[config.mk]
export PLATFORM = sky130hd
export DESIGN_NAME = tbb_run_tracker
export DESIGN_NICKNAME = d
export VERILOG_FILES = /design/src/rtl/core/transformed_bounding_box_macros.svh /design/src/rtl/core/tbb_run_tracker.sv
export SDC_FILE = /design/constraint.sdc
export NUM_CORES = 1
export LEC_CHECK = 0
export ABC_AREA = 1
export BUFFER_PORTS_ARGS = -buffer_cell sky130_fd_sc_hd__buf_2
export CORE_MARGIN = 4
export CORE_UTILIZATION = 30
export CTS_CLUSTER_SIZE = 28
export DETAILED_ROUTE_END_ITERATION = 8
export PLACE_DENSITY_LB_ADDON = 0.25
export SKIP_LAST_GASP = 1
export SYNTH_ARGS = -nofsm -noshare
export SYNTH_HDL_FRONTEND = slang
export SYNTH_SLANG_ARGS = --single-unit
[constraint.sdc]
create_clock -name clk -period 4.65 [get_ports clk]
set_clock_uncertainty 0.1 [all_clocks]
set_input_delay 0.6975 -clock clk [delete_from_list [all_inputs] [get_ports clk]]
set_output_delay 0.6975 -clock clk [all_outputs]
set_load 0.05 [all_outputs]
[src/rtl/core/transformed_bounding_box_macros.svh]
// ----------------------------------------------------------------------------
// Assertion macros for the transformed bounding box
// Concurrent checks that compile away when SYNTHESIS is defined.
// ----------------------------------------------------------------------------
`ifndef TRANSFORMED_BOUNDING_BOX_MACROS_SVH
`define TRANSFORMED_BOUNDING_BOX_MACROS_SVH
`ifndef SYNTHESIS
// Same-cycle implication, disabled while reset is asserted.
`define TBB_ASSERT_IMP(label, clk, rst_n, ante, cons) \
    label: assert property (@(posedge clk) disable iff (!rst_n) (ante) |-> (cons)) \
        else $error("tbb: implication check failed");
// Next-cycle implication, disabled while reset is asserted.
`define TBB_ASSERT_NXT(label, clk, rst_n, ante, cons) \
    label: assert property (@(posedge clk) disable iff (!rst_n) (ante) |=> (cons)) \
        else $error("tbb: next-cycle check failed");
`else
`define TBB_ASSERT_IMP(label, clk, rst_n, ante, cons)
`define TBB_ASSERT_NXT(label, clk, rst_n, ante, cons)
`endif
`endif

[src/rtl/core/tbb_run_tracker.sv]
// ----------------------------------------------------------------------------
// Running extent tracker
// Keeps per-axis running min/max and hands the box on at the last vertex.
// ----------------------------------------------------------------------------
`default_nettype none

module tbb_run_tracker #(
    parameter int unsigned COORD_WIDTH = 16
) (
    input  wire logic                          clk,
    input  wire logic                          rst_n,
    input  wire logic                          in_valid,
    output logic                               in_ready,
    input  wire logic signed [COORD_WIDTH-1:0] in_pos [3],
    input  wire logic                          in_last,
    output logic                               out_valid,
    input  wire logic                          out_ready,
    output logic signed [COORD_WIDTH-1:0]      out_min [3],
    output logic signed [COORD_WIDTH-1:0]      out_max [3]
);

    localparam logic signed [COORD_WIDTH-1:0] C_HI = {1'b0, {(COORD_WIDTH-1){1'b1}}};
    localparam logic signed [COORD_WIDTH-1:0] C_LO = {1'b1, {(COORD_WIDTH-1){1'b0}}};

    logic signed [COORD_WIDTH-1:0] run_min_reg  [3];
    logic signed [COORD_WIDTH-1:0] run_max_reg  [3];
    logic signed [COORD_WIDTH-1:0] run_min_next [3];
    logic signed [COORD_WIDTH-1:0] run_max_next [3];
    logic signed [COORD_WIDTH-1:0] upd_min      [3];
    logic signed [COORD_WIDTH-1:0] upd_max      [3];
    logic signed [COORD_WIDTH-1:0] box_min_reg  [3];
    logic signed [COORD_WIDTH-1:0] box_max_reg  [3];
    logic                          box_valid_reg;
    logic                          box_valid_next;
    logic                          accept;
    logic                          close_box;

    assign in_ready  = !box_valid_reg || out_ready;
    assign accept    = in_valid && in_ready;
    assign close_box = accept && in_last;

    always_comb
    begin
        for (int i = 0; i < 3; i++)
        begin
            upd_min[i] = (in_pos[i] < run_min_reg[i]) ? in_pos[i] : run_min_reg[i];
            upd_max[i] = (in_pos[i] > run_max_reg[i]) ? in_pos[i] : run_max_reg[i];
            if (close_box)
            begin
                run_min_next[i] = C_HI;
                run_max_next[i] = C_LO;
            end
            else if (accept)
            begin
                run_min_next[i] = upd_min[i];
                run_max_next[i] = upd_max[i];
            end
            else
            begin
                run_min_next[i] = run_min_reg[i];
                run_max_next[i] = run_max_reg[i];
            end
        end
    end

    always_comb
    begin
        if (close_box)
            box_valid_next = 1'b1;
        else if (out_ready)
            box_valid_next = 1'b0;
        else
            box_valid_next = box_valid_reg;
    end

    always_ff @(posedge clk or negedge rst_n)
    begin
        if (!rst_n)
        begin
            box_valid_reg <= 1'b0;
            for (int i = 0; i < 3; i++)
            begin
                run_min_reg[i] <= C_HI;
                run_max_reg[i] <= C_LO;
            end
        end
        else
        begin
            box_valid_reg <= box_valid_next;
            run_min_reg   <= run_min_next;
            run_max_reg   <= run_max_next;
        end
    end

    // Last vertex is part of the box
    always_ff @(posedge clk)
    begin
        if (close_box)
        begin
            box_min_reg <= upd_min;
            box_max_reg <= upd_max;
        end
    end

    assign out_valid = box_valid_reg;
    assign out_min   = box_min_reg;
    assign out_max   = box_max_reg;

endmodule

`default_nettype wire

Yosys cells after proc, flatten, opt, wreduce, memory -nomap -nowiden
Cells that the tools add are included.

Reductions and logical operators: 6. Muxes and demuxes: 20. Magnitude comparators: 6.

Operators by type and width (number): 2-to-1 mux 16 bit (18); greater-than comparator 16 bit (3); less-than comparator 16 bit (3); nonzero test 2 bit (2); logical AND 1 bit (2); 2-to-1 mux 1 bit (2); logical NOT 1 bit (1); logical OR 1 bit (1).

Output and inout port bits: 98. Register bits after elaboration: 193. Word-level logic and storage cells: 45. Bits of input ports: 53.

Logic depth before layout (Yosys ltp)
Depth in word-level cells: 5. Mapped depth: 17.

Worst setup path after synthesis
No wires, ideal clock.

Kind: input -> register. From: in out_ready. To: reg box_max_reg (netlist bit out_max[0]) (enable). Setup time: 449 ps. Path slack: 510 ps. Data required time: 4101 ps. Stages on the path: 7. Arrival: 3590 ps. Buffers on the path: 1. Cells stage by stage: inv_1 nand2_1 nand2_1 inv_1 clkbuf_1 nand2_1 inv_1.

Longest elaborated chain between the ends: 3.

RTL lines: start: declaration (RTL line tbb_run_tracker.sv:17) `input wire logic out_ready,`; logical OR 1 bit (RTL line tbb_run_tracker.sv:38) `assign in_ready = !box_valid_reg || out_ready;`; named net in_ready (RTL line tbb_run_tracker.sv:13) `output logic in_ready,`; logical AND 1 bit (RTL line tbb_run_tracker.sv:39) `assign accept = in_valid && in_ready;`; logical AND 1 bit (RTL line tbb_run_tracker.sv:40) `assign close_box = accept && in_last;`; end signal: assignment (RTL line tbb_run_tracker.sv:101) `box_max_reg <= upd_max;`; end: declaration (RTL line tbb_run_tracker.sv:32) `logic signed [COORD_WIDTH-1:0] box_max_reg [3];`.

The timed path passes the listed nets, and every way through them passes these cells. A chain may end at the register's enable or synchronous reset.

==> summary.md <==
| Metric | Value |
|---|---|
| Sequential cell area fraction in the yosys report | 0.470 |
| Post-synthesis register bit count | 193 |
| Htree depth | 4 |
| Fraction of layout instances using a drive strength above 1 | 0.208 |
| Kind of end point of the critical path | flip-flop |
| Final nets | 1,587 |
| Count of endpoints failing hold in the final timing report | 0 |
| Count of unresolved DRC violations after routing | 0 |
| Final-layout setup total negative slack | 0 ns |
| Clock Root Buffer | sky130_fd_sc_hd__clkbuf_16 |
| Startpoint kind of the worst setup timing path | flip-flop |
| Clock Latency Late Sink | 0.46 ns |
| Synth area leaders | sky130_fd_sc_hd__edfxtp_1 (25%), sky130_fd_sc_hd__dfstp_2 (11%), sky130_fd_sc_hd__dfrtp_1 (11%), sky130_fd_sc_hd__ha_1 (10%), sky130_fd_sc_hd__nand2_1 (9.4%) |
| Syn Nets | 1,455 |
| Vias | 9,183 |
| Total of warnings raised by yosys | 0 |
| Synthesized area | 11,400 sq um |
| Via count normalized by instance count | 4.67 |
| Final std cell area, no fill | 13,200 sq um |
| Filler cell count | 3,960 |
| Final estimated routing congestion in global placement | 0.849 |
| Clock Sinks | 193 |
| Total placed instance area | 12,600 sq um |
| Global-route wire length before repair | 50,500 microns |
| Number of enable-type register cells in the synthesized netlist | 96 |
| Dominant synthesized flop cell | sky130_fd_sc_hd__edfxtp_1 |
| Post-DR wirelength/cell | 16.4 microns |
| Slowest cell delay on critical path | 0.53 ns |
| Crit path max fanout | 17 |
| Number of DRC markers in iteration 0 | 524 |
| Area share of the largest cell type after synthesis | 0.252 |
| Antenna Violating Nets Remaining | 0 |
| Std-Cell Rows | 71 |
| Die area | 41,300 sq um |
| Static leakage power | 6.58 nW |
| Count of input and output buffers | 150 |
| Endpoints failing setup | 0 |
| Period Utilization, post-route | 0.604 |
| Clock edge transition at the registers on the reported setup and hold paths | 0.07 ns |
| Worst-Margin Slew | 1.04 ns |
| Via count of the first global-routing pass | 8,904 |
| Die span in x | 203 microns |
| Endpoint arrival time on the critical path | 2.92 ns |
| Number of antenna violations at the first check in global routing | 0 |
| Largest voltage drop on the vdd net | 0.270 mV |
| Number of max-slew violations in the final report | 0 |
| Overall global routing resource usage | 0.157 |
| Average cell area after synthesis | 8.72 sq um |
| Crit Path Category | reg -> reg |
| Commonest cells after routing, fill and taps aside | sky130_fd_sc_hd__nand2_1 (285), sky130_fd_sc_hd__inv_1 (225), sky130_fd_sc_hd__nand3_1 (181) |
| Leading area contributor after synthesis | sky130_fd_sc_hd__edfxtp_1 |
| Worst max-slew margin expressed relative to the limit | 0.310 |
| Ordered cell list for the critical path | inv_1 > ha_1 > nand2_1 > inv_1 > o21ai_0 > nand2_1 > nor2_1 > nand3_2 > nand3_4 > nand2_1 > and2_1 |
| Congestion Overflow GR | 0 |
| Reported max-cap violation count | 0 |
| Highest Clock Rate | 0.356 GHz |
| Most frequent cell on the critical path | sky130_fd_sc_hd__nand2_1 |
| Clock tree from TritonCTS | yes |
| Detailed-router iteration count before antenna repair | 5 |
| Post-placement cell count | 1,933 |
| Pin count of the biggest net entering global routing | 67 |
| Critical path buffers and inverters | 2 |
| Top-level I/O count | 151 |
| Most frequent standard cell in the layout excluding fill and tap cells | sky130_fd_sc_hd__nand2_1 |
| Power Density | 589 nW/um^2 |
| Area growth from synthesis to final layout | 15.3% |
| Clock Path Buffers | 2 |
| Total Wirelength | 32,200 microns |
| Core area | 37,600 sq um |
| Critical-path top delay cell | sky130_fd_sc_hd__dfstp_2 |
| Shortest period the worst path allows | 2.81 ns |
| HPWL Detailed | 22,700 microns |
| Initial standard-cell utilization of the core | 0.304 |
| Count of instances resized after the clock tree is built | 0 |
| Async set-or-reset flop fraction in the synthesized netlist | 0.503 |
| Post-CTS setup buffer count | 0 |
| Diode count | 0 |
| Critical path data required time | 4.76 ns |
| Total clock buffers created by CTS | 17 |
| Status | finished clean |
| Family with the most delay on the worst path | simple AND/OR/NAND/NOR gates |
| Final std cells w/o fill | 1,965 |
| Unique masters post-synth | 33 |
| RSZ-0062 raised after global routing | no |
| Synthesized instance count | 1,309 |
| Hold buffer count at cts | 0 |
| Type of the worst min-delay path | in -> async |
| Height of the die | 203 microns |
logic make-up after synthesis:
logic type,synth area share
adders and majority gates,0.102
DFF,0.470
buffers and inverters,0.0993
AOI/OAI and AO/OA,0.0437
and+or+nand+nor,0.285
routing by layer:
layer | share of wire | wire, microns | GRT usage | vias up
met5 | 0 | 0 | 0 | -
met4 | 0.021 | 685 | 0.0523 | 0
met3 | 0.053 | 1700 | 0.0307 | 41
met2 | 0.46 | 14900 | 0.257 | 219
met1 | 0.46 | 14900 | 0.209 | 4349
li1 | - | - | - | 4574
cell usage after synthesis, drive strengths merged, types with 4 or more instances:
cell type / number
nand2: 308
inv: 229
nand3: 211
edfxtp: 96
ha: 93
o21ai: 57
nand4: 52
dfrtp: 49
dfstp: 48
and2: 47
a21oi: 33
buf: 32
nor2: 29
clkbuf: 12
nor3: 4
where the power goes:
part	switching (mW)	leakage [nW]	total, mW	internal, mW
sequential	0.156	2.03	2.65	2.49
combinational	2.54	4.28	3.63	1.09
clock	0.702	0.264	1.48	0.774
cell type report:
cell class | count | area, sq um | area share
Inverter | 229 | 862 | 0.0655
Clock inverter | 10 | 104 | 0.00789
Sequential cell | 193 | 5370 | 0.408
Timing Repair Buffer | 157 | 806 | 0.0612
Tap cell | 511 | 639 | 0.0485
Clock buffer | 22 | 464 | 0.0352
Multi-Input combinational cell | 843 | 4920 | 0.374
through the flow:
stage,setup slack (ns),power [mW],hold slack [ns],utilization
after detailed placement,1.50,6.33,0.437,0.335
after global placement,1.54,6.26,0.428,0.335
after floorplan,0.510,5.54,0.302,-
after global routing,1.54,8.39,0.386,0.350
final,1.84,7.75,0.315,0.350
after CTS,1.84,7.85,0.350,0.350
final timing paths:
path                                 start               to  slack [ns]  depth (start not counted)
hold / removal                       rst_n  run_min_reg[47]        0.32                          1
hold reg to reg                  out_valid        out_valid        0.45                          2
setup / recovery           run_max_reg[15]       out_max[1]        1.84                         11
setup reg to reg           run_max_reg[15]       out_max[1]        1.84                         11
max in group asynchronous            rst_n  run_min_reg[30]        3.00                          2
min in group clk                 out_ready        out_valid        0.44                          4
(Power assumes the default switching activity.)
