## config.mk

```make
export PLATFORM = sky130hd
export DESIGN_NAME = tbb_result
export DESIGN_NICKNAME = d
export VERILOG_FILES = /design/src/rtl/core/transformed_bounding_box_macros.svh /design/src/rtl/core/tbb_pkg.sv /design/src/rtl/core/tbb_result.sv
export SDC_FILE = /design/constraint.sdc
export NUM_CORES = 1
export LEC_CHECK = 0
export CAP_MARGIN = 20
export CORE_MARGIN = 3
export CORE_UTILIZATION = 35
export DETAILED_ROUTE_END_ITERATION = 10
export DONT_BUFFER_PORTS = 1
export PLACE_DENSITY_LB_ADDON = 0.12
export SLEW_MARGIN = 20
export SYNTH_ARGS = -nofsm -noshare
export SYNTH_HDL_FRONTEND = slang
export SYNTH_SLANG_ARGS = --single-unit
```

## constraint.sdc

```tcl
create_clock -name clk -period 6.4 [get_ports clk]
set_input_delay 0.32 -clock clk [delete_from_list [all_inputs] [get_ports clk]]
set_output_delay 0.32 -clock clk [all_outputs]
set_load 0.005 [all_outputs]
```

## src/rtl/core/transformed_bounding_box_macros.svh

```systemverilog
// ----------------------------------------------------------------------------
// Assertion macros for the transformed bounding box
// Concurrent checks that compile away when SYNTHESIS is defined.
// ----------------------------------------------------------------------------
`ifndef TRANSFORMED_BOUNDING_BOX_MACROS_SVH
`define TRANSFORMED_BOUNDING_BOX_MACROS_SVH
`ifndef SYNTHESIS
// Same-cycle implication, disabled while reset is asserted.
`define TBB_ASSERT_IMP(label, clk, rst_n, ante, cons) \
    label: assert property (@(posedge clk) disable iff (!rst_n) (ante) |-> (cons)) \
        else $error("tbb: implication check failed");
// Next-cycle implication, disabled while reset is asserted.
`define TBB_ASSERT_NXT(label, clk, rst_n, ante, cons) \
    label: assert property (@(posedge clk) disable iff (!rst_n) (ante) |=> (cons)) \
        else $error("tbb: next-cycle check failed");
`else
`define TBB_ASSERT_IMP(label, clk, rst_n, ante, cons)
`define TBB_ASSERT_NXT(label, clk, rst_n, ante, cons)
`endif
`endif

```

## src/rtl/core/tbb_pkg.sv

```systemverilog
// ----------------------------------------------------------------------------
// Transformed bounding box package
// Register map, reset values and shared types.
// ----------------------------------------------------------------------------
`default_nettype none

package tbb_pkg;

    localparam int unsigned NUM_AXES   = 3;
    localparam int unsigned NUM_REGS   = 6;
    localparam int unsigned REG_W      = 32;
    localparam int unsigned CFG_ADDR_W = 3;
    localparam int unsigned COEF_W     = 16;
    localparam int unsigned OUT_W      = 16;
    localparam int unsigned OUT_FIELDS = 12;
    localparam int unsigned OUT_DATA_W = OUT_W * OUT_FIELDS;

    typedef enum logic [CFG_ADDR_W-1:0] {
        REG_ROW_X_AB = 3'd0,
        REG_ROW_X_CT = 3'd1,
        REG_ROW_Y_AB = 3'd2,
        REG_ROW_Y_CT = 3'd3,
        REG_ROW_Z_AB = 3'd4,
        REG_ROW_Z_CT = 3'd5
    } tbb_reg_t;

    localparam logic [REG_W-1:0] RST_ROW_X_AB = 32'h1000_0000;
    localparam logic [REG_W-1:0] RST_ROW_X_CT = 32'h0000_0000;
    localparam logic [REG_W-1:0] RST_ROW_Y_AB = 32'h0000_1000;
    localparam logic [REG_W-1:0] RST_ROW_Y_CT = 32'h0000_0000;
    localparam logic [REG_W-1:0] RST_ROW_Z_AB = 32'h0000_0000;
    localparam logic [REG_W-1:0] RST_ROW_Z_CT = 32'h1000_0000;

    // One row of the affine transform: out = a*x + b*y + c*z + t
    typedef struct packed {
        logic signed [COEF_W-1:0] a;
        logic signed [COEF_W-1:0] b;
        logic signed [COEF_W-1:0] c;
        logic signed [COEF_W-1:0] t;
    } tbb_row_t;

endpackage

`default_nettype wire

```

## src/rtl/core/tbb_result.sv

```systemverilog
// ----------------------------------------------------------------------------
// Result stage
// Forms centre and size, packs the 16-bit fields into the output register.
// ----------------------------------------------------------------------------
`default_nettype none

module tbb_result #(
    parameter int unsigned COORD_WIDTH = 16
) (
    input  wire logic                             clk,
    input  wire logic                             rst_n,
    input  wire logic                             in_valid,
    output logic                                  in_ready,
    input  wire logic signed [COORD_WIDTH-1:0]    res_lo [3],
    input  wire logic signed [COORD_WIDTH-1:0]    res_hi [3],
    output logic                                  out_valid,
    input  wire logic                             out_ready,
    output logic [tbb_pkg::OUT_DATA_W-1:0]        out_data
);

    localparam int unsigned OW = tbb_pkg::OUT_W;
    localparam int unsigned EW = (COORD_WIDTH + 1 > OW) ? COORD_WIDTH + 1 : OW;

    logic signed [EW-1:0]              lo_e   [3];
    logic signed [EW-1:0]              hi_e   [3];
    logic signed [EW-1:0]              sum_e  [3];
    logic signed [EW-1:0]              mid_e  [3];
    logic signed [EW-1:0]              ext_e  [3];
    logic [tbb_pkg::OUT_DATA_W-1:0]    data_next;
    logic [tbb_pkg::OUT_DATA_W-1:0]    data_reg;
    logic                              valid_reg;
    logic                              load;

    assign in_ready = !valid_reg || out_ready;
    assign load     = in_valid && in_ready;

    always_comb
    begin
        data_next = '0;
        for (int i = 0; i < 3; i++)
        begin
            lo_e[i]  = {{(EW-COORD_WIDTH){res_lo[i][COORD_WIDTH-1]}}, res_lo[i]};
            hi_e[i]  = {{(EW-COORD_WIDTH){res_hi[i][COORD_WIDTH-1]}}, res_hi[i]};
            sum_e[i] = lo_e[i] + hi_e[i];
            mid_e[i] = sum_e[i] >>> 1;
            ext_e[i] = hi_e[i] - lo_e[i];
            data_next[i*OW +: OW]       = lo_e[i][OW-1:0];
            data_next[(3+i)*OW +: OW]   = hi_e[i][OW-1:0];
            data_next[(6+i)*OW +: OW]   = mid_e[i][OW-1:0];
            data_next[(9+i)*OW +: OW]   = ext_e[i][OW-1:0];
        end
    end

    always_ff @(posedge clk or negedge rst_n)
    begin
        if (!rst_n)
            valid_reg <= 1'b0;
        else if (in_ready)
            valid_reg <= in_valid;
    end

    always_ff @(posedge clk)
    begin
        if (load)
            data_reg <= data_next;
    end

    assign out_valid = valid_reg;
    assign out_data  = data_reg;

endmodule

`default_nettype wire

```

======== Word-level counts from Yosys, hierarchy flattened ========
Index checks and enable logic that the tools add are counted.
operators by class
  add/subtract/negate cells ............... 6
  multipliers ............................. 0
  divide/modulo/power cells ............... 0
  order comparisons ....................... 0
  equal/unequal tests ..................... 0
  shifts and indexed selects .............. 0
  mux-type cells .......................... 0
  bitwise logic cells ..................... 0
  reductions and logical operators ........ 3
operator list
  kind               number
  $add 16x16->17     3
  $sub 16x16->16     3
  $logic_and 1x1->1  1
  $logic_not 1->1    1
  $logic_or 1x1->1   1
storage, ports and cells
  register bits ........................... 193
  bits in latches ......................... 0
  bits in writable memories ............... 0
  memory bits (read-only) ................. 0
  output and inout port bits .............. 194
  memories kept ........................... 0

======== Logic depth before layout (Yosys ltp) ========
Gate-level depths: netlist (run 1).
  word-level depth ........................ 3
  mapped depth ............................ 10
  depth with buffers taken out ............ 10

======== Worst setup path before layout (run 1) ========
OpenSTA, ideal clock, no wires.
  path kind ............................... register -> register
  start ................................... register valid_reg (netlist: out_valid)
  end ..................................... register data_reg (netlist bit out_data[0]) (enable)
  setup time .............................. 0.576 ns
  arrival time ............................ 4.905 ns
  data required time ...................... 5.824 ns
  setup slack ............................. 0.918 ns
  stages on the path, launching flop included .. 3
  path buffers ............................ 0
  period minus slack after synthesis ...... 5.482 ns
  cell sequence ........................... dfrtp_1 nand2b_1 and2_1
between the ends
  longest elaborated chain between the ends .. 3
ends and longest elaborated chain
  item                      line              text
  start: declaration        tbb_result.sv:31  logic valid_reg;
  start signal: assignment  tbb_result.sv:59  valid_reg <= in_valid;
  $logic_not 1->1           tbb_result.sv:34  assign in_ready = !valid_reg || out_ready;
  $logic_or 1x1->1          tbb_result.sv:34
  via in_ready              tbb_result.sv:13  output logic in_ready,
  $logic_and 1x1->1         tbb_result.sv:35  assign load = in_valid && in_ready;
  via load                  tbb_result.sv:32  logic load;
  end signal: assignment    tbb_result.sv:65  data_reg <= data_next;
  end: declaration          tbb_result.sv:30  logic [tbb_pkg::OUT_DATA_W-1:0] data_reg;
The timed path passes the listed nets, and every way through them passes these cells.
A chain may end at the register's enable or synchronous reset.

======== Worst setup path in the final report (run 1) ========
  start ................................... register valid_reg (netlist: out_valid)
  end ..................................... register data_reg (netlist bit out_data[123]) (enable)
Same word-level chain as after synthesis.

==> out/qor.csv, run 1 <==
metric,value,unit
worst slew pin tran,0.801,ns
"worst slack, placed",3.76,ns
fmax,0.435,GHz
Yosys warnings,0,
worst reg-to-reg setup slack,4.10,ns
PwrDens,264,mW/mm²
detailed-router iteration count before antenna repair,4,
"Max FO, Critical Path",139,
min-delay worst type,input port to asynchronous set/reset pin,
"Seq/Total Area, Yosys",55.6,%
ANT nets after route,0,
diodes inserted,0,
core area,0.0290,mm²
arrival time worst endpoint,2.36,ns
final setup violating endpoints,0,
CTS max path bufs,2,
number of CTS-inserted buffers,17,
predominant post-synthesis flop cell,edfxtp_1,
"Cell Area, Synth",0.0104,mm²
dpl hpwl,19100,µm
Post-CTS Setup Inserts,0,
Final WS setup,4.10,ns
area of the multi-input gates,0.00410,mm²
Root Buffer,clkbuf_16,
"top cells by count, synth","edfxtp_1, inv_1, ha_1, a21oi_1, nor2_1",
Site Rows,62,
"area leader, netlist",edfxtp_1,
RD Place Congestion,0.864,
Via Count,6673,
RSZ-0062 raised after global routing,no,
crit path from,out_valid,
WL per Instance,19.6,µm
htree depth,4,
"top cells by area, synth","edfxtp_1, ha_1, xnor2_1, inv_1, a21oi_1",
quantity of I/O buffers inserted on ports,0,
width of the chip,178,µm
outcome,completed,
drt initial violations,320,
worst r2r dst,out_data[123],
total track usage,16.3,%
Post-Synthesis Cells,863,
I/O pin cnt,294,
Final Max Slew Viols,0,
Area growth syn-to-layout,18.5,%
fin nets,1146,
vias per cell,4.97,
Max-slew headroom,46.6,%
setup TNS,0,ns
# clock sinks,193,
flip-flop and latch area,0.00579,mm²
final cycle utilization of the critical path,35.9,%
crit path capture,out_data[123],
Starting Density,35.9,%
post-cts sizing count,0,
static leakage,4.74,nW
initial antenna violation count,0,
Worst Skew,0.0100,ns
Synth Register Bits,193,
Post-Syn Nets,1062,
# fillers,2762,
min cycle time layout,2.30,ns
total of max-cap violations,0,
worst r2r path cells,3,
CP Class,flip-flop to flip-flop,
vias in the first global route,6755,
post-detailed-routing wire length,26300,µm
"CTS clk-pin slew, worst paths",0.07,ns
worst skew pair latency,0.44,ns
Die Y,178,µm
Unique masters post-synth,63,
first-pass GRT wire length,39100,µm
largest net degree at the start of global routing,140,
TritonCTS clock tree,done,
layout cells sized above 1,5.52,%
grt ovf,0,
"Hold Violations, Final",0,
Worst R2R Start,out_valid,
ys async rst share,0.518,%
syn_area_per_cell,12.1,µm²
Crit. End Element,flip-flop,
DRC violations left,0,
Max VDD drop,0.165,mV
Critical Path Source Type,flip-flop,
most frequent cell after synthesis,edfxtp_1,
top cell type's share of synthesized area,55.4,%
Die ar.,0.0319,mm²
number of synthesized flops with an enable pin,192,
Critical Path RT,6.47,ns
==> worst min-delay path by stage <==
stage / slack [ns] / endpoint / from
2_1_floorplan: 0.02 / out_valid / rst_n
3_3_place_gp: 0.02 / out_valid / rst_n
3_5_place_dp: 0.02 / out_valid / rst_n
4_1_cts: 0.05 / out_valid / rst_n
5_1_grt: 0.05 / out_valid / rst_n
6_report: 0.09 / out_valid / rst_n
==> cells by family (layout without fill, tap and decap cells) <==
kind of cell               after synthesis  count (layout)  share of synthesized area (%)
buffers and inverters                  131             228                           5.01
and+or+nand+nor                        173             173                           7.95
DFF                                    193             193                           55.6
muxes                                    3               3                          0.288
AOI/OAI and AO/OA                      189             189                           12.5
adders and majority gates               99              99                           12.3
xor gates and xnor gates                75              75                           6.31
==> worst max-delay path, stage by stage, from the launching register on <==
cell and delay (ns):
dfrtp_1 0.40, nand2b_1 0.14, and2_4 0.64, buf_12 0.56
==> placed cells by master (no fill, tap or decap), types with 4 or more instances in the layout <==
cell / n
a211o_1: 4
a211oi_2: 4
a21o_1: 10
a21oi_1: 71
a31oi_1: 5
clkbuf_16: 17
clkinv_4: 4
dlygate4sd3_1: 98
edfxtp_1: 192
fa_1: 6
ha_1: 93
inv_1: 97
inv_6: 4
nand2_1: 29
nand2b_1: 9
nand3_1: 8
nor2_1: 64
nor2b_1: 16
nor3_1: 22
nor4_1: 9
o211ai_1: 5
o21a_1: 6
o21ai_0: 18
o21ai_1: 4
o21bai_1: 17
o31ai_1: 8
xnor2_1: 55
xor2_1: 20
==> stage by stage <==
stage                     hold slack, ns  instance area [µm²]  total power, mW  cells  util (%)
after floorplan                   0.0244                10400             2.01    863         -
after global placement            0.0244                10800             2.15   1214      37.1
after detailed placement          0.0244                10800             2.14   1214      37.1
after CTS                         0.0549                12300             3.32   1344      42.5
after global routing              0.0463                12300             3.43   1344      42.5
final                             0.0852                12300             3.26   1344      42.5
==> sequential cells by signal (all words and copies together) (netlist names) <==
signal / cells
out_valid: 1
out_data: 192
==> report_power, final <==
group	internal (mW)	total [mW]	switching [mW]
Sequential	1.54	1.61	0.0675
Clock	0.591	1.11	0.515
Combinational	0.233	0.544	0.311
==> per-layer routing <==
layer,GRT usage (%),vias to the layer above,wire length [µm],share of wire [%]
met5,0,-,0,0
met4,4.61,0,332,1.3
met3,6.24,21,1930,7.3
met2,26.8,206,12900,49
met1,19.9,3203,11200,42
li1,-,3243,-,-
==> what timing repair did <==
| item | CTS | global route |
|---|---|---|
| endpoints found under the setup margin | 0 | 0 |
| hold buffers | 98 | 0 |
| hold endpoints to repair | 98 | 0 |
==> final cells by class <==
type	instances	area share (%)
clock inverters	15	1.42
inverters	97	2.95
well taps	384	3.89
clock buffers	17	3.45
flip-flops and latches	193	46.9
multi-input cells	539	33.3
repair buffers	99	8.11
(Power assumes the default switching activity.)
==> run 2: changes to the inputs <==
Clock period 6.4 ns to 2.28 ns, I/O delays scaled along.
==> run 2 against run 1 <==
- setup slack worse by 4.0 ns
- critical path depth up 6
- sequential cell count unchanged
- clock power rose to 2.7 times the previous value
- combinational power rose to 3.1 times the previous value
- power rose to 2.8 times the previous value
- utilization up 1.8 points
- first-iteration DRC count up 1.9%
- sequential power rose to 2.8 times the previous value
- hold slack worse by 0.039 ns
- highest routed layer unchanged
==> out/qor.csv, run 2 (synthesized netlist as in run 1, its figures left out) <==
metric,value,unit,change
largest net degree at the start of global routing,55,,-61%
Die Y,178,µm,unchanged
# clock sinks,193,,unchanged
crit path capture,out_data[121],,
Die ar.,0.0319,mm²,unchanged
most frequent cells in the layout,"edfxtp_1, dlygate4sd3_1, inv_1, ha_1, a21oi_1",,
final cycle utilization of the critical path,97.4,%,
Site Rows,62,,unchanged
Area growth syn-to-layout,23.5,%,
number of CTS-inserted buffers,17,,unchanged
fmax,0.451,GHz,
post-detailed-routing wire length,26900,µm,+2.3%
CTS max path bufs,2,,unchanged
first-pass GRT wire length,40600,µm,+4.0%
grt ovf,0,,unchanged
total of max-cap violations,0,,unchanged
fin nets,1209,,+5.5%
post-route cell area,0.0129,mm²,+4.2%
max FFs per register,192,,unchanged
Area after DPL,0.0112,mm²,+4.2%
Post-Place Cells,1271,,+4.7%
"Max FO, Critical Path",4,,-97%
Max-slew headroom,68.3,%,+22 points
WL per Instance,19.1,µm,-2.3%
PwrDens,714,mW/mm²,+170%
layout cells sized above 1,11.6,%,+6.1 points
initial antenna violation count,0,,unchanged
Final Max Slew Viols,0,,unchanged
worst r2r dst,out_data[113],,
Total Power Consumption,9.18,mW,+180%
arrival time worst endpoint,2.40,ns,+0.04 ns
min-delay worst type,input port to flip-flop,,
drt initial violations,326,,+1.9%
worst skew pair latency,0.44,ns,about the same
core area,0.0290,mm²,unchanged
DRC violations left,0,,unchanged
static leakage,5.03,nW,+6.1%
min cycle time layout,2.22,ns,
Fin Hold WS,0.0457,ns,-0.0394 ns
CP Class,input port to flip-flop,,
final setup violating endpoints,0,,unchanged
diodes inserted,0,,unchanged
quantity of I/O buffers inserted on ports,0,,unchanged
"commonest non-fill, non-tap cell in the layout",edfxtp_1,,
worst r2r path cells,3,,unchanged
vias per cell,4.87,,-1.9%
worst reg-to-reg setup slack,0.63,ns,-3.47 ns
"CTS clk-pin slew, worst paths",0.07,ns,about the same
Via Count,6855,,+2.7%
width of the chip,178,µm,unchanged
"Hold Violations, Final",0,,unchanged
Post-CTS Setup Inserts,0,,unchanged
htree depth,4,,unchanged
vias in the first global route,7104,,+5.2%
I/O pin cnt,294,,unchanged
detailed-router iteration count before antenna repair,4,,unchanged
ANT nets after route,0,,unchanged
crit path from,res_hi[17],,
total track usage,16.8,%,+0.48 points
Worst Skew,0.0115,ns,+0.00148 ns
Util after Layout,44.3,%,+1.8 points
Worst R2R Start,out_valid,,
worst slew pin tran,0.464,ns,-0.337 ns
Max VDD drop,0.457,mV,+180%
Critical Path RT,2.46,ns,-4.01 ns
Critical Path Source Type,input port,,
Starting Density,35.9,%,unchanged
outcome,completed,,
dpl hpwl,19800,µm,+3.6%
Crit. End Element,flip-flop,,
Root Buffer,clkbuf_16,,
Non-Filler Instances,1407,,+4.7%
RD Place Congestion,0.845,,-2.2%
TritonCTS clock tree,done,,
run 2: cell count changes in the layout (fill, tap and decap cells not counted), sizes merged:
cell | before | now
buf | 1 | 58
dlygate4sd3 | 98 | 103
clkinvlp | 1 | 4
inv | 104 | 101
bufinv | 2 | 1
clkbuf | 17 | 18
dlymetal6s4s | 0 | 1
run 2: layout make-up:
cell class,count,area [µm²]
Sequential cell,193,5790
Multi-Input combinational cell,539,4150
Clock inverter,14,131
Inverter,97,364
Tap cell,384,480
Clock buffer,18,429
Fill cell,2695,16100
Timing Repair Buffer,162,1520
run 2: per-stage QoR:
stage          setup slack, ns  TNS (ns)
2_1_floorplan          -0.0367     -7.05
3_3_place_gp           -0.0751    -0.166
3_5_place_dp            -0.107    -0.283
4_1_cts                 0.0108         0
5_1_grt                -0.0145   -0.0174
6_report                0.0603         0
run 2: metal layers:
layer	share of wire [%]	up-vias	track usage (%)
met2	49	198	28.3
met5	0	-	0
met4	1.5	0	4.77
li1	-	3366	-
met3	7.1	23	5.87
met1	42	3268	20.3
run 2: timing repair:
action,in CTS,in global routing
endpoints found under the hold margin,106,0
gates resized for setup,0,11
hold buffers,105,0
endpoints found under the setup margin,0,16
run 2: critical path: stages:
cell	delay [ns]
dlygate4sd3_1	0.59
fa_1	0.42
nor2b_1	0.14
o21bai_1	0.23
a21oi_2	0.12
a211o_1	0.38
a21oi_1	0.17
o21ai_0	0.11
xnor2_1	0.14
run 2: worst min path at each step:
stage                           from  cells past startpoint            end
after floorplan                rst_n                      0      out_valid
after global placement         rst_n                      0      out_valid
after detailed placement       rst_n                      0      out_valid
after CTS                 res_lo[16]                      2  out_data[160]
after global routing      res_lo[16]                      2  out_data[160]
final                     res_lo[32]                      1    out_data[0]
run 2: where the power goes:
group	internal, mW	leakage, nW	switching, mW
logic	0.794	2.93	0.916
registers	4.33	1.84	0.189
clock network	1.52	0.264	1.43
total	6.65	5.03	2.54
