--- config.mk ---
export PLATFORM = sky130hd
export DESIGN_NAME = tbb_round_sat
export DESIGN_NICKNAME = d
export VERILOG_FILES = /design/src/rtl/core/transformed_bounding_box_macros.svh /design/src/rtl/core/tbb_pkg.sv /design/src/rtl/core/tbb_round_sat.sv
export SDC_FILE = /design/constraint.sdc
export NUM_CORES = 1
export LEC_CHECK = 0
export BUFFER_PORTS_ARGS = -buffer_cell sky130_fd_sc_hd__buf_2
export CAP_MARGIN = 20
export CORE_AREA = 2 2 340 342
export CTS_CLUSTER_SIZE = 20
export DETAILED_ROUTE_END_ITERATION = 8
export DIE_AREA = 0 0 342 344
export GPL_TIMING_DRIVEN = 1
export SETUP_SLACK_MARGIN = 0.4
export SKIP_LAST_GASP = 1
export SYNTH_ARGS = -nofsm -noshare
export SYNTH_HDL_FRONTEND = slang
export SYNTH_SLANG_ARGS = --single-unit
--- constraint.sdc ---
create_clock -name clk -period 9.4 [get_ports clk]
set_clock_uncertainty 0.2 [all_clocks]
set_input_delay 0.47 -clock clk [delete_from_list [all_inputs] [get_ports clk]]
set_output_delay 0.47 -clock clk [all_outputs]
set_load 0.01 [all_outputs]
--- src/rtl/core/transformed_bounding_box_macros.svh ---
// ----------------------------------------------------------------------------
// Assertion macros for the transformed bounding box
// Concurrent checks that compile away when SYNTHESIS is defined.
// ----------------------------------------------------------------------------
`ifndef TRANSFORMED_BOUNDING_BOX_MACROS_SVH
`define TRANSFORMED_BOUNDING_BOX_MACROS_SVH
`ifndef SYNTHESIS
// Same-cycle implication, disabled while reset is asserted.
`define TBB_ASSERT_IMP(label, clk, rst_n, ante, cons) \
    label: assert property (@(posedge clk) disable iff (!rst_n) (ante) |-> (cons)) \
        else $error("tbb: implication check failed");
// Next-cycle implication, disabled while reset is asserted.
`define TBB_ASSERT_NXT(label, clk, rst_n, ante, cons) \
    label: assert property (@(posedge clk) disable iff (!rst_n) (ante) |=> (cons)) \
        else $error("tbb: next-cycle check failed");
`else
`define TBB_ASSERT_IMP(label, clk, rst_n, ante, cons)
`define TBB_ASSERT_NXT(label, clk, rst_n, ante, cons)
`endif
`endif

--- src/rtl/core/tbb_pkg.sv ---
// ----------------------------------------------------------------------------
// Transformed bounding box package
// Register map, reset values and shared types.
// ----------------------------------------------------------------------------
`default_nettype none

package tbb_pkg;

    localparam int unsigned NUM_AXES   = 3;
    localparam int unsigned NUM_REGS   = 6;
    localparam int unsigned REG_W      = 32;
    localparam int unsigned CFG_ADDR_W = 3;
    localparam int unsigned COEF_W     = 16;
    localparam int unsigned OUT_W      = 16;
    localparam int unsigned OUT_FIELDS = 12;
    localparam int unsigned OUT_DATA_W = OUT_W * OUT_FIELDS;

    typedef enum logic [CFG_ADDR_W-1:0] {
        REG_ROW_X_AB = 3'd0,
        REG_ROW_X_CT = 3'd1,
        REG_ROW_Y_AB = 3'd2,
        REG_ROW_Y_CT = 3'd3,
        REG_ROW_Z_AB = 3'd4,
        REG_ROW_Z_CT = 3'd5
    } tbb_reg_t;

    localparam logic [REG_W-1:0] RST_ROW_X_AB = 32'h1000_0000;
    localparam logic [REG_W-1:0] RST_ROW_X_CT = 32'h0000_0000;
    localparam logic [REG_W-1:0] RST_ROW_Y_AB = 32'h0000_1000;
    localparam logic [REG_W-1:0] RST_ROW_Y_CT = 32'h0000_0000;
    localparam logic [REG_W-1:0] RST_ROW_Z_AB = 32'h0000_0000;
    localparam logic [REG_W-1:0] RST_ROW_Z_CT = 32'h1000_0000;

    // One row of the affine transform: out = a*x + b*y + c*z + t
    typedef struct packed {
        logic signed [COEF_W-1:0] a;
        logic signed [COEF_W-1:0] b;
        logic signed [COEF_W-1:0] c;
        logic signed [COEF_W-1:0] t;
    } tbb_row_t;

endpackage

`default_nettype wire

--- src/rtl/core/tbb_round_sat.sv ---
// ----------------------------------------------------------------------------
// Sum, round and saturate stage
// Adds products and translation, rounds off the Q4.12 coefficient scale half up, clamps.
// ----------------------------------------------------------------------------
`default_nettype none

module tbb_round_sat #(
    parameter int unsigned COORD_WIDTH    = 16,
    parameter int unsigned COEF_FRAC_BITS = 12,
    parameter int unsigned PROD_W         = COORD_WIDTH + tbb_pkg::COEF_W
) (
    input  wire logic                          clk,
    input  wire logic                          rst_n,
    input  wire logic                          in_valid,
    output logic                               in_ready,
    input  wire logic signed [PROD_W-1:0]      prod_lo [3][3],
    input  wire logic signed [PROD_W-1:0]      prod_hi [3][3],
    input  wire tbb_pkg::tbb_row_t             rows [3],
    output logic                               out_valid,
    input  wire logic                          out_ready,
    output logic signed [COORD_WIDTH-1:0]      res_lo [3],
    output logic signed [COORD_WIDTH-1:0]      res_hi [3]
);

    localparam int unsigned CW = tbb_pkg::COEF_W;
    localparam int unsigned SW = COORD_WIDTH + COEF_FRAC_BITS + 18;

    localparam logic signed [SW-1:0] HALF = {{(SW-1){1'b0}}, 1'b1} << (COEF_FRAC_BITS - 1);
    localparam logic signed [SW-1:0] S_HI = {{(SW-COORD_WIDTH+1){1'b0}},
                                             {(COORD_WIDTH-1){1'b1}}};
    localparam logic signed [SW-1:0] S_LO = {{(SW-COORD_WIDTH+1){1'b1}},
                                             {(COORD_WIDTH-1){1'b0}}};

    logic signed [SW-1:0]          t_term  [3];
    logic signed [SW-1:0]          sum_lo  [3];
    logic signed [SW-1:0]          sum_hi  [3];
    logic signed [SW-1:0]          shf_lo  [3];
    logic signed [SW-1:0]          shf_hi  [3];
    logic signed [COORD_WIDTH-1:0] lo_next [3];
    logic signed [COORD_WIDTH-1:0] hi_next [3];
    logic signed [COORD_WIDTH-1:0] lo_reg  [3];
    logic signed [COORD_WIDTH-1:0] hi_reg  [3];
    logic                          valid_reg;
    logic                          load;

    assign in_ready = !valid_reg || out_ready;
    assign load     = in_valid && in_ready;

    always_comb
    begin
        for (int i = 0; i < 3; i++)
        begin
            t_term[i] = {{(SW-CW){rows[i].t[CW-1]}}, rows[i].t} <<< COEF_FRAC_BITS;
            sum_lo[i] = {{(SW-PROD_W){prod_lo[i][0][PROD_W-1]}}, prod_lo[i][0]}
                      + {{(SW-PROD_W){prod_lo[i][1][PROD_W-1]}}, prod_lo[i][1]}
                      + {{(SW-PROD_W){prod_lo[i][2][PROD_W-1]}}, prod_lo[i][2]}
                      + t_term[i] + HALF;
            sum_hi[i] = {{(SW-PROD_W){prod_hi[i][0][PROD_W-1]}}, prod_hi[i][0]}
                      + {{(SW-PROD_W){prod_hi[i][1][PROD_W-1]}}, prod_hi[i][1]}
                      + {{(SW-PROD_W){prod_hi[i][2][PROD_W-1]}}, prod_hi[i][2]}
                      + t_term[i] + HALF;
            // Arithmetic shift floors toward minus infinity
            shf_lo[i] = sum_lo[i] >>> COEF_FRAC_BITS;
            shf_hi[i] = sum_hi[i] >>> COEF_FRAC_BITS;

            if (shf_lo[i] > S_HI)
                lo_next[i] = S_HI[COORD_WIDTH-1:0];
            else if (shf_lo[i] < S_LO)
                lo_next[i] = S_LO[COORD_WIDTH-1:0];
            else
                lo_next[i] = shf_lo[i][COORD_WIDTH-1:0];

            if (shf_hi[i] > S_HI)
                hi_next[i] = S_HI[COORD_WIDTH-1:0];
            else if (shf_hi[i] < S_LO)
                hi_next[i] = S_LO[COORD_WIDTH-1:0];
            else
                hi_next[i] = shf_hi[i][COORD_WIDTH-1:0];
        end
    end

    always_ff @(posedge clk or negedge rst_n)
    begin
        if (!rst_n)
            valid_reg <= 1'b0;
        else if (in_ready)
            valid_reg <= in_valid;
    end

    always_ff @(posedge clk)
    begin
        if (load)
        begin
            lo_reg <= lo_next;
            hi_reg <= hi_next;
        end
    end

    assign out_valid = valid_reg;
    assign res_lo    = lo_reg;
    assign res_hi    = hi_reg;

endmodule

`default_nettype wire

After elaboration in Yosys (flattened, before gate mapping) --
Cells that the tools add are included.
Cells by class: multiplexer cells 6, $add $sub $neg 24, reductions and logical operators 3, magnitude comparators 12
Operators with widths (number):
- $add 35x13->36 const B | 6
- $add 34x28->35 | 6
- $add 33x32->34 | 6
- $add 32x32->33 | 6
- $gt 24x16->1 const B | 6
- $lt 24x16->1 const B | 6
- $mux 16 | 6
- $logic_and 1x1->1 | 1
- $logic_not 1->1 | 1
- $logic_or 1x1->1 | 1
Word-level totals: flip-flop bits (word level) 97, bits of input ports 772, output and inout bits 98, logic and storage cells 52

Logic depth before layout (Yosys ltp) --
Gate-level depths: netlist of run 1.
word-level depth 6, depth in mapped cells 18

Least setup slack after synthesis of run 1 --
OpenSTA, ideal clock, no wires.
path type input-to-reg, start point input prod_hi[206] (netlist name), end point register hi_reg, in the netlist res_hi[32], data pin, data arrival time 4396 ps, library setup time 267 ps, setup slack 4537 ps, path buffers 2, data required time 8933 ps, stages on the path 18, path through inv_1 fa_1 fa_1 inv_1 ha_1 buf_6 a221oi_2 o21ai_1 a211o_1 a22o_1 o21bai_2 a21oi_1 a2111oi_0 o2111ai_1 a21oi_1 o32a_2 buf_2 o31ai_1
Between the ends: cells in the longest elaborated chain, start to end 5
RTL lines:
- start: declaration | RTL line tbb_round_sat.sv:17 | input wire logic signed [PROD_W-1:0] prod_hi [3][3],
- $add 33x32->34 (*) | RTL line tbb_round_sat.sv:60 | + {{(SW-PROD_W){prod_hi[i][2][PROD_W-1]}}, prod_hi[i][2]}
- $add 34x28->35 (*) | RTL line tbb_round_sat.sv:61 | + t_term[i] + HALF;
- $add 35x13->36 (*) | RTL line tbb_round_sat.sv:61
- $lt 24x16->1 | RTL line tbb_round_sat.sv:75 | else if (shf_hi[i] < S_LO)
- $mux 16 | RTL line tbb_round_sat.sv:75
- end signal: assignment | RTL line tbb_round_sat.sv:95 | hi_reg <= hi_next;
- end: declaration | RTL line tbb_round_sat.sv:42 | logic signed [COORD_WIDTH-1:0] hi_reg [3];
Every way passes the cells marked *; elsewhere a longest branch is shown, timed or not. A chain may end at the register's enable or synchronous reset.

Worst setup path in the final report of run 1 --
start point input prod_hi[146] (netlist name), end point register hi_reg, in the netlist res_hi[16], data pin
Between the ends: cells in the longest elaborated chain, start to end 6
RTL lines:
- $add 32x32->33 (*) | RTL line tbb_round_sat.sv:59 | + {{(SW-PROD_W){prod_hi[i][1][PROD_W-1]}}, prod_hi[i][1]}
- $add 33x32->34 (*) | RTL line tbb_round_sat.sv:60
- $add 34x28->35 (*) | RTL line tbb_round_sat.sv:61
- $add 35x13->36 (*) | RTL line tbb_round_sat.sv:61
- $lt 24x16->1 | RTL line tbb_round_sat.sv:75
- $mux 16 | RTL line tbb_round_sat.sv:75
Marked as above.

==> impl_metrics.json, run 1 <==
{
  "outcome": "finished clean",
  "synthXorXnorAreaFrac": 0.0475,
  "whs_endpoint": "out_valid",
  "route.detailed.drc": 0,
  "relSlewSlack": 0.282,
  "grt_usage": 0.135,
  "cts_made_buffers": 9,
  "cts-resized-gates": 0,
  "dr.pass1.iters": 5,
  "min_path_type": "primary input to register",
  "grt_pass1_vias": 20326,
  "netlist.area_leader.share": 0.280,
  "die_y_um": 344,
  "io_buffers": 725,
  "p_leak_nw": 15.5,
  "syn_area_per_cell_um2": 8.42,
  "grt_overflow": 0,
  "end_kind": "register",
  "cp.arrival_ns": 5.59,
  "cts.sinks": 97,
  "clk_latency_ns": 0.40,
  "r2r_cells": 3,
  "yosysWarnings": 0,
  "slew_violations": 0,
  "place_congestion": 0.920,
  "clock_path_buffers": 2,
  "ant_nets": 0,
  "cap_violations": 0,
  "crit_chain": "buf_2, inv_1, fa_1, fa_1, inv_1, ha_1, a21oi_1, a21boi_0, a2111oi_0, o21ai_0, o221ai_1, a31oi_1, mux2i_1, nand3_1, mux2_2, a22oi_1, o21ai_0",
  "clockRootBuffer": "clkbuf_16",
  "power_w": 0.00513,
  "cts_tree": "built",
  "r2r_end": "res_hi[2]",
  "place_inst": 4862,
  "yosysTopAreaCell": "fa_1",
  "critPathSlowestCell": "a22oi_1",
  "start_util": 0.196,
  "synth_top_family_by_area": "adder cells",
  "cpPeakStageDelay_ns": 0.84,
  "cts.reportedPaths.clkPinSlew_ns": 0.07,
  "synth-compound-area-share": 0.152,
  "tightest_slew_ns": 1.08,
  "final_net_count": 4699,
  "netlist_area_mm2": 0.0223,
  "synth_edf_count": 96,
  "fin_crit_sh": 0.610,
  "ys.flop_type": "edfxtp_1",
  "synth_fa_ha_area_frac": 0.422,
  "fin_util": 0.246,
  "crit_type": "primary input to register",
  "hp-start": "in_valid",
  "holdBufCountCts": 1,
  "final_cells": 4882,
  "critPathLaunchType": "primary input",
  "ys_types": 76,
  "fmax_mhz": 174,
  "finalWirelength_um": 80500,
  "synthCells": 2652,
  "grt_max_degree": 64,
  "viasPerCell": 4.09,
  "ctsHtreeMaxLevel": 3,
  "finalSetupTns_ns": 0,
  "async_flop_share": 0.0103,
  "core_mm2": 0.114,
  "rsz0062_at_grt": "no",
  "syn_to_final_growth_pct": 25.7,
  "yosysSeqAreaShare": 0.130,
  "wl_per_cell_um": 16.5,
  "synthSimpleGateAreaFrac": 0.0841,
  "antenna_found_initial": 11,
  "drive_above_1_share": 0.232,
  "worstPathRequired_ns": 9.26,
  "p_per_area_mw_per_mm2": 183,
  "rrSetupSlack_ns": 6.71,
  "drtIter0Drc": 1010,
  "die_w_um": 342,
  "grt_pass1_wl_um": 118000,
  "final-hold-violation-count": 0,
  "ioPinCount": 870,
  "synth.area.mux_share": 0.00280,
  "fin_crit_ns": 5.73,
  "synth.area.top_cells": "fa_1, inv_1, ha_1, edfxtp_1, a21oi_1",
  "vdd_drop_max_mv": 0.0943,
  "finalSetupViolCount": 0,
  "reg2reg_from": "out_valid",
  "postCtsSetupBuffers": 0,
  "dr_total_vias": 19978,
  "worstHoldPathCells": 2,
  "crit_fanout": 15,
  "dp_hpwl_um": 73800,
  "synth_fp_nets": 3988,
  "dieArea_mm2": 0.118,
  "hold_ws_ns": 0.0762,
  "rows": 124,
  "ys_seq_elements": 97
}
==> power breakdown <==
part           leakage [nW]  internal [W]  switching (W)
registers             0.873      0.000708      0.0000498
clock network         0.144      0.000207       0.000207
logic                  14.5       0.00158        0.00238
total                  15.5       0.00249        0.00264
==> final cells by class <==
type / instances / area [um^2]
fill: 12587 / 85800
multi-input combinational: 1597 / 15800
timing repair buffer: 732 / 3680
inverter: 926 / 3480
sequential: 97 / 2910
tap: 1512 / 1890
clock buffer: 9 / 225
clock inverter: 6 / 65.1
antenna: 3 / 7.51
==> worst max-delay path by stage <==
stage	startpoint	end	slack, ns
after floorplan	prod_hi[206]	res_hi[32]	4.54
after global placement	prod_hi[113]	res_hi[16]	3.43
after global routing	prod_hi[114]	res_hi[16]	3.30
final	prod_hi[146]	res_hi[16]	3.67
after detailed placement	prod_hi[113]	res_hi[16]	3.31
after CTS	prod_hi[113]	res_hi[16]	3.75
==> stage by stage <==
stage,instance area [um^2],worst slack [ns]
CTS,28000,3.75
floorplan,22300,4.54
global route,28000,3.30
finish,28100,3.67
detailed placement,27700,3.31
global placement,27700,3.43
==> flip-flops by register name, indices dropped and copies added, names as in the netlist <==
| signal | cells |
|---|---|
| out_valid | 1 |
| res_lo | 48 |
| res_hi | 48 |
==> synthesized netlist by cell type (all sizes together), types with 7 or more instances <==
library cell and instances:
o21a 14, clkbuf 25, buf 7, a2111oi 8
inv 926, nand3b 7, ha 252, a211oi 12
nor3 24, nor2b 12, nand2 124, o21ai 119
nand4 40, a31o 7, and3 17, edfxtp 96
nor2 80, o31ai 7, a21o 83, a31oi 12
a21oi 165, o21bai 17, xor2 55, xnor2 66
nand3 32, fa 312, o211ai 14, nand2b 13
==> kinds of logic (layout without fill, tap and decap cells) <==
group,count (synthesis),count (layout)
AND/OR/NAND/NOR,384,384
XOR/XNOR,121,121
adder cells (fa/ha/maj),565,565
AO/OA/AOI/OAI,521,521
multiplexers,6,6
buffers and inverters,958,1673
other,0,3
flip-flops,97,97
==> metal layers <==
metal | vias up | GRT usage | wire, um
li1 | 9740 | - | -
met1 | 9485 | 0.170 | 34900
met2 | 678 | 0.235 | 39100
met3 | 73 | 0.0235 | 4630
met4 | 2 | 0.0354 | 1890
met5 | - | 0 | 11
==> layout by cell type, fill, tap and decap left out, types with 80 or more instances in the layout <==
cell / synthesis / final
a21o_1: 83 / 83
a21oi_1: 165 / 165
buf_2: 5 / 725
edfxtp_1: 96 / 96
fa_1: 312 / 312
ha_1: 252 / 252
inv_1: 926 / 926
nand2_1: 124 / 124
nor2_1: 80 / 80
o21ai_0: 107 / 107
==> critical path, delay by kind of cell <==
kind,cells,cell delay [ns]
mux,2,0.49
compound gates,8,2.98
simple gates,1,0.10
buf+inv,3,0.19
fa+ha+maj,3,1.34
Note: power is estimated with default switching activity, not from simulation.
==> inputs of run 2 (changes only) <==
clock period = 5 ns   (was 9.4 ns; I/O delays follow)
==> run 2 against run 1 <==
Effect of this change: first-iteration DRC count is 4.1% lower; routed wire length is 0.55% higher; die area stayed put; critical endpoint is now res_hi[40]; core utilization is 0.91 points higher; sequential cell count stayed put; via count is 1.4% higher; largest power group unchanged.
==> impl_metrics.json, run 2 (same netlist as run 1, synthesis figures left out) <==
{
  "outcome": "finished clean",
  "vdd_drop_max_mv": 0.162,
  "grt_max_degree": 56,
  "dr.pass1.iters": 5,
  "use_met2": 0.222,
  "crit_fanout": 8,
  "r2r_end": "res_hi[32]",
  "met1_usage": 0.168,
  "gr-usage-met3": 0.0299,
  "cp.arrival_ns": 4.54,
  "grt_usage": 0.133,
  "clk_latency_ns": 0.41,
  "grt_pass1_vias": 20360,
  "fmax_mhz": 222,
  "wl_per_cell_um": 16.2,
  "critPathLaunchType": "primary input",
  "ant_nets": 0,
  "grt_overflow": 0,
  "min_path_type": "primary input to async pin",
  "final_cell_mix": "inv_1, buf_2, fa_1",
  "drive_above_1_share": 0.263,
  "viasPerCell": 4.06,
  "fin_crit_ns": 4.51,
  "grt_pass1_wl_um": 116000,
  "crit_type": "primary input to register",
  "worstPathRequired_ns": 5.03,
  "final-hold-violation-count": 0,
  "cts_tree": "built",
  "final_common_cell": "inv_1",
  "final_net_count": 4805,
  "fillers": 12497,
  "dp_hpwl_um": 74200,
  "drtIter0Drc": 969,
  "core_mm2": 0.114,
  "reg2reg_from": "out_valid",
  "cts.sinks": 97,
  "io_buffers": 725,
  "rows": 124,
  "start_util": 0.196,
  "clock_path_buffers": 2,
  "power_w": 0.0103,
  "die_y_um": 344,
  "rsz0062_at_grt": "yes",
  "syn_to_final_growth_pct": 30.3,
  "finalWirelength_um": 81000,
  "dieArea_mm2": 0.118,
  "tightest_slew_ns": 0.736,
  "p_per_area_mw_per_mm2": 355,
  "busiest_layer": "met2",
  "final_cells": 4987,
  "relSlewSlack": 0.509,
  "ctsHtreeMaxLevel": 3,
  "place_congestion": 0.922,
  "place_inst": 4963,
  "fin_crit_sh": 0.902,
  "die_w_um": 342,
  "r2r_cells": 3,
  "clockRootBuffer": "clkbuf_16",
  "dr_total_vias": 20257,
  "ioPinCount": 870,
  "rrSetupSlack_ns": 2.78,
  "cts.reportedPaths.clkPinSlew_ns": 0.08,
  "route.detailed.drc": 0,
  "cts_made_buffers": 9,
  "p_leak_nw": 16.1,
  "slew_violations": 0,
  "finalSetupViolCount": 0,
  "antenna_found_initial": 6,
  "cap_violations": 0,
  "end_kind": "register"
}
[run 2: layout make-up]
cell class / instances / area [um^2] / area share
Antenna cell: 1 / 2.50 / 0.0000860
Clock buffer: 11 / 233 / 0.00800
Clock inverter: 5 / 85.1 / 0.00293
Inverter: 926 / 3480 / 0.119
Multi-Input combinational cell: 1597 / 15900 / 0.548
Sequential cell: 97 / 2910 / 0.100
Tap cell: 1512 / 1890 / 0.0650
Timing Repair Buffer: 838 / 4550 / 0.157
[run 2: timing repair]
action                     in CTS  in global routing
pin swaps                       0                 23
buffers inserted                0                  4
resized for setup               2                 34
setup endpoints to repair       9                 60
hold buffers                    3                  0
hold endpoints to repair        2                  0
[run 2: how the worst max path moves through the flow]
stage | from | end | slack, ns
2_1_floorplan | prod_hi[206] | res_hi[35] | 0.41
3_3_place_gp | prod_hi[208] | res_hi[43] | -0.08
3_5_place_dp | prod_hi[208] | res_hi[43] | -0.12
4_1_cts | prod_hi[208] | res_hi[40] | 0.40
5_1_grt | prod_hi[272] | res_hi[32] | 0.38
6_report | prod_hi[272] | res_hi[40] | 0.49
[run 2: where the power goes]
part	switching (W)	total [W]	internal (W)
sequential	0.0000907	0.00142	0.00133
combinational	0.00459	0.00806	0.00347
clock	0.000399	0.000842	0.000443
total	0.00508	0.0103	0.00524
[run 2: critical path, cell delays in order]
cell       delay (ns)
buf_2            0.09
inv_2            0.03
fa_1             0.59
fa_1             0.47
inv_2            0.09
ha_4             0.20
a221oi_2         0.27
o21ai_1          0.10
a211o_1          0.29
a22o_4           0.29
nand3b_4         0.17
a2111oi_4        0.36
a211o_1          0.14
nand4b_1         0.10
or4b_4           0.56
o21a_4           0.28
o31ai_1          0.25
[run 2: layer usage]
layer  wire length (um)  share of wire
met1              34700           0.43
met2              37800           0.47
met3               5570          0.069
met4               2910          0.036
met5                 23        0.00028
[run 2: per-stage QoR]
step / hold slack [ns] / setup TNS [ns] / worst slack (ns) / instance area (um^2) / util
global placement: -0.111 / -0.504 / -0.0842 / 28600 / 0.251
global route: 0.219 / 0 / 0.379 / 29100 / 0.255
floorplan: -0.246 / 0 / 0.414 / 22300 / -
finish: 0.275 / 0 / 0.490 / 29100 / 0.255
CTS: 0.221 / 0 / 0.402 / 28900 / 0.254
detailed placement: -0.111 / -0.858 / -0.116 / 28600 / 0.251
==> inputs of run 3 (changes only) <==
CELL_PAD_IN_SITES_DETAIL_PLACEMENT = 1   (was default)
CELL_PAD_IN_SITES_GLOBAL_PLACEMENT = 2   (was default)
CORE_AREA = 2 2 343 345   (was 2 2 340 342)
DIE_AREA = 0 0 345 347   (was 0 0 342 344)
PLACE_DENSITY_LB_ADDON = 0.1   (was default)
==> run 3 against run 2 <==
Effect of this change: highest routed layer unchanged; via count down 0.40%; non-clock buffer count down 4; combinational power up 3.3%; sequential share of layout area down 0.10 points; sequential cell count unchanged.
==> impl_metrics.json, run 3 (same netlist as run 1, synthesis figures left out) <==
{
  "outcome": "finished clean",
  "core_mm2": 0.116,
  "cts_made_buffers": 9,
  "fillers": 13984,
  "place_inst": 4966,
  "route.detailed.drc": 0,
  "fin_util": 0.254,
  "crit_chain": "buf_2, inv_1, fa_1, fa_1, inv_2, ha_4, buf_4, o2111a_1, a211o_1, a22o_4, nand3b_4, a2111oi_4, a211o_1, nand4b_1, or4b_4, o21a_4, buf_6, o21ai_2",
  "final_common_cell": "inv_1",
  "die_y_um": 347,
  "dieArea_mm2": 0.120,
  "clk_latency_ns": 0.40,
  "grt_pass1_vias": 23241,
  "slew_violations": 0,
  "cp.arrival_ns": 4.53,
  "critPathSlowestCell": "or4b_4",
  "final_cells": 4997,
  "drive_above_1_share": 0.275,
  "io_buffers": 725,
  "cap_violations": 0,
  "final-hold-violation-count": 0,
  "fin_crit_ns": 4.47,
  "finalWirelength_um": 86600,
  "ant_nets": 0,
  "viasPerCell": 4.04,
  "critPathLaunchType": "primary input",
  "antenna_found_initial": 9,
  "p_leak_nw": 16.1,
  "cts.sinks": 97,
  "fmax_mhz": 224,
  "grt_usage": 0.143,
  "final_cell_mix": "inv_1, buf_2, fa_1",
  "wl_per_cell_um": 17.3,
  "rows": 125,
  "vdd_drop_max_mv": 0.174,
  "dr.pass1.iters": 4,
  "layout_setup_ws_ns": 0.526,
  "rsz0062_at_grt": "yes",
  "finalSetupViolCount": 0,
  "p_per_area_mw_per_mm2": 358,
  "ctsHtreeMaxLevel": 3,
  "end_kind": "register",
  "clockRootBuffer": "clkbuf_16",
  "fin_crit_sh": 0.895,
  "ioPinCount": 870,
  "cts.reportedPaths.clkPinSlew_ns": 0.09,
  "syn_to_final_growth_pct": 31.7,
  "final_net_count": 4802,
  "tightest_slew_ns": 0.705,
  "final_area_mm2": 0.0294,
  "worstPathRequired_ns": 5.05,
  "start_util": 0.193,
  "relSlewSlack": 0.518,
  "dp_hpwl_um": 79100,
  "grt_pass1_wl_um": 132000,
  "min_path_type": "primary input to register",
  "die_w_um": 345,
  "grt_overflow": 0,
  "crit_type": "primary input to register",
  "cpPeakStageDelay_ns": 0.59,
  "place_ws_ns": -0.251,
  "crit_fanout": 5,
  "finalSetupTns_ns": 0,
  "place_congestion": 0.814,
  "clock_path_buffers": 2,
  "grt_max_degree": 97,
  "placed_area_mm2": 0.0285,
  "drtIter0Drc": 425,
  "rrSetupSlack_ns": 3.14,
  "dr_total_vias": 20175,
  "cts_tree": "built"
}
[run 3: cell types whose count changed in the layout (fill, tap and decap cells not counted), moves of 5 or more]
cell	change
ha_1	-5
a21oi_2	+5
inv_1	-5
buf_4	-11
a21oi_1	-6
o21ai_1	+6
o21ai_0	-7
inv_2	+5
buf_6	+6
ha_4	+7
[run 3: per-layer routing]
layer  routed length, um  global-route usage  up-vias
li1                    -                   -     9907
met1               35200               0.162     9824
met2               46800               0.278      382
met3                3460              0.0231       48
met4                1130              0.0286       14
met5                  87                   0        -
[run 3: through the flow]
stage                     power [W]  hold WS (ns)
after global placement      0.00946        -0.151
final                        0.0105        0.0273
after detailed placement    0.00954        -0.156
after CTS                    0.0105       0.00201
after global routing         0.0117        0.0599
after floorplan             0.00651        -0.246
[run 3: area by class of cell]
type | count | area (um^2) | area share
Clock inverter | 6 | 65.1 | 0.00221
Clock buffer | 10 | 229 | 0.00779
Multi-Input combinational cell | 1598 | 16200 | 0.551
Timing Repair Buffer | 834 | 4600 | 0.157
Sequential cell | 97 | 2910 | 0.0989
Antenna cell | 2 | 5.00 | 0.000170
Tap cell | 1524 | 1910 | 0.0649
Inverter | 926 | 3480 | 0.118
[run 3: critical path, delay by kind of cell]
kind            cells  cell delay (ns)
compound gates      7             1.75
simple gates        3             0.85
fa+ha+maj           3             1.22
buf+inv             5             0.46
[run 3: power breakdown]
group,internal [W],leakage (nW),switching (W)
Sequential,0.00133,0.873,0.0000641
Clock,0.000392,0.143,0.000414
Combinational,0.00360,15.1,0.00473
[run 3: worst paths after layout]
path / startpoint / end / cells past startpoint
setup / recovery: prod_hi[271] / res_hi[44] / 18
hold / removal: out_ready / out_valid / 3
setup reg to reg: out_valid / res_lo[32] / 3
hold reg to reg: out_valid / out_valid / 2
max in group asynchronous: rst_n / out_valid / 3
min in group asynchronous: rst_n / out_valid / 3
[run 3: repair_timing]
action | CTS | global route
resized for setup | 12 | 84
hold buffers | 3 | 0
endpoints found under the hold margin | 2 | 0
pin swaps | 3 | 48
setup buffers | 0 | 7
gates cloned | 0 | 3
endpoints found under the setup margin | 31 | 90
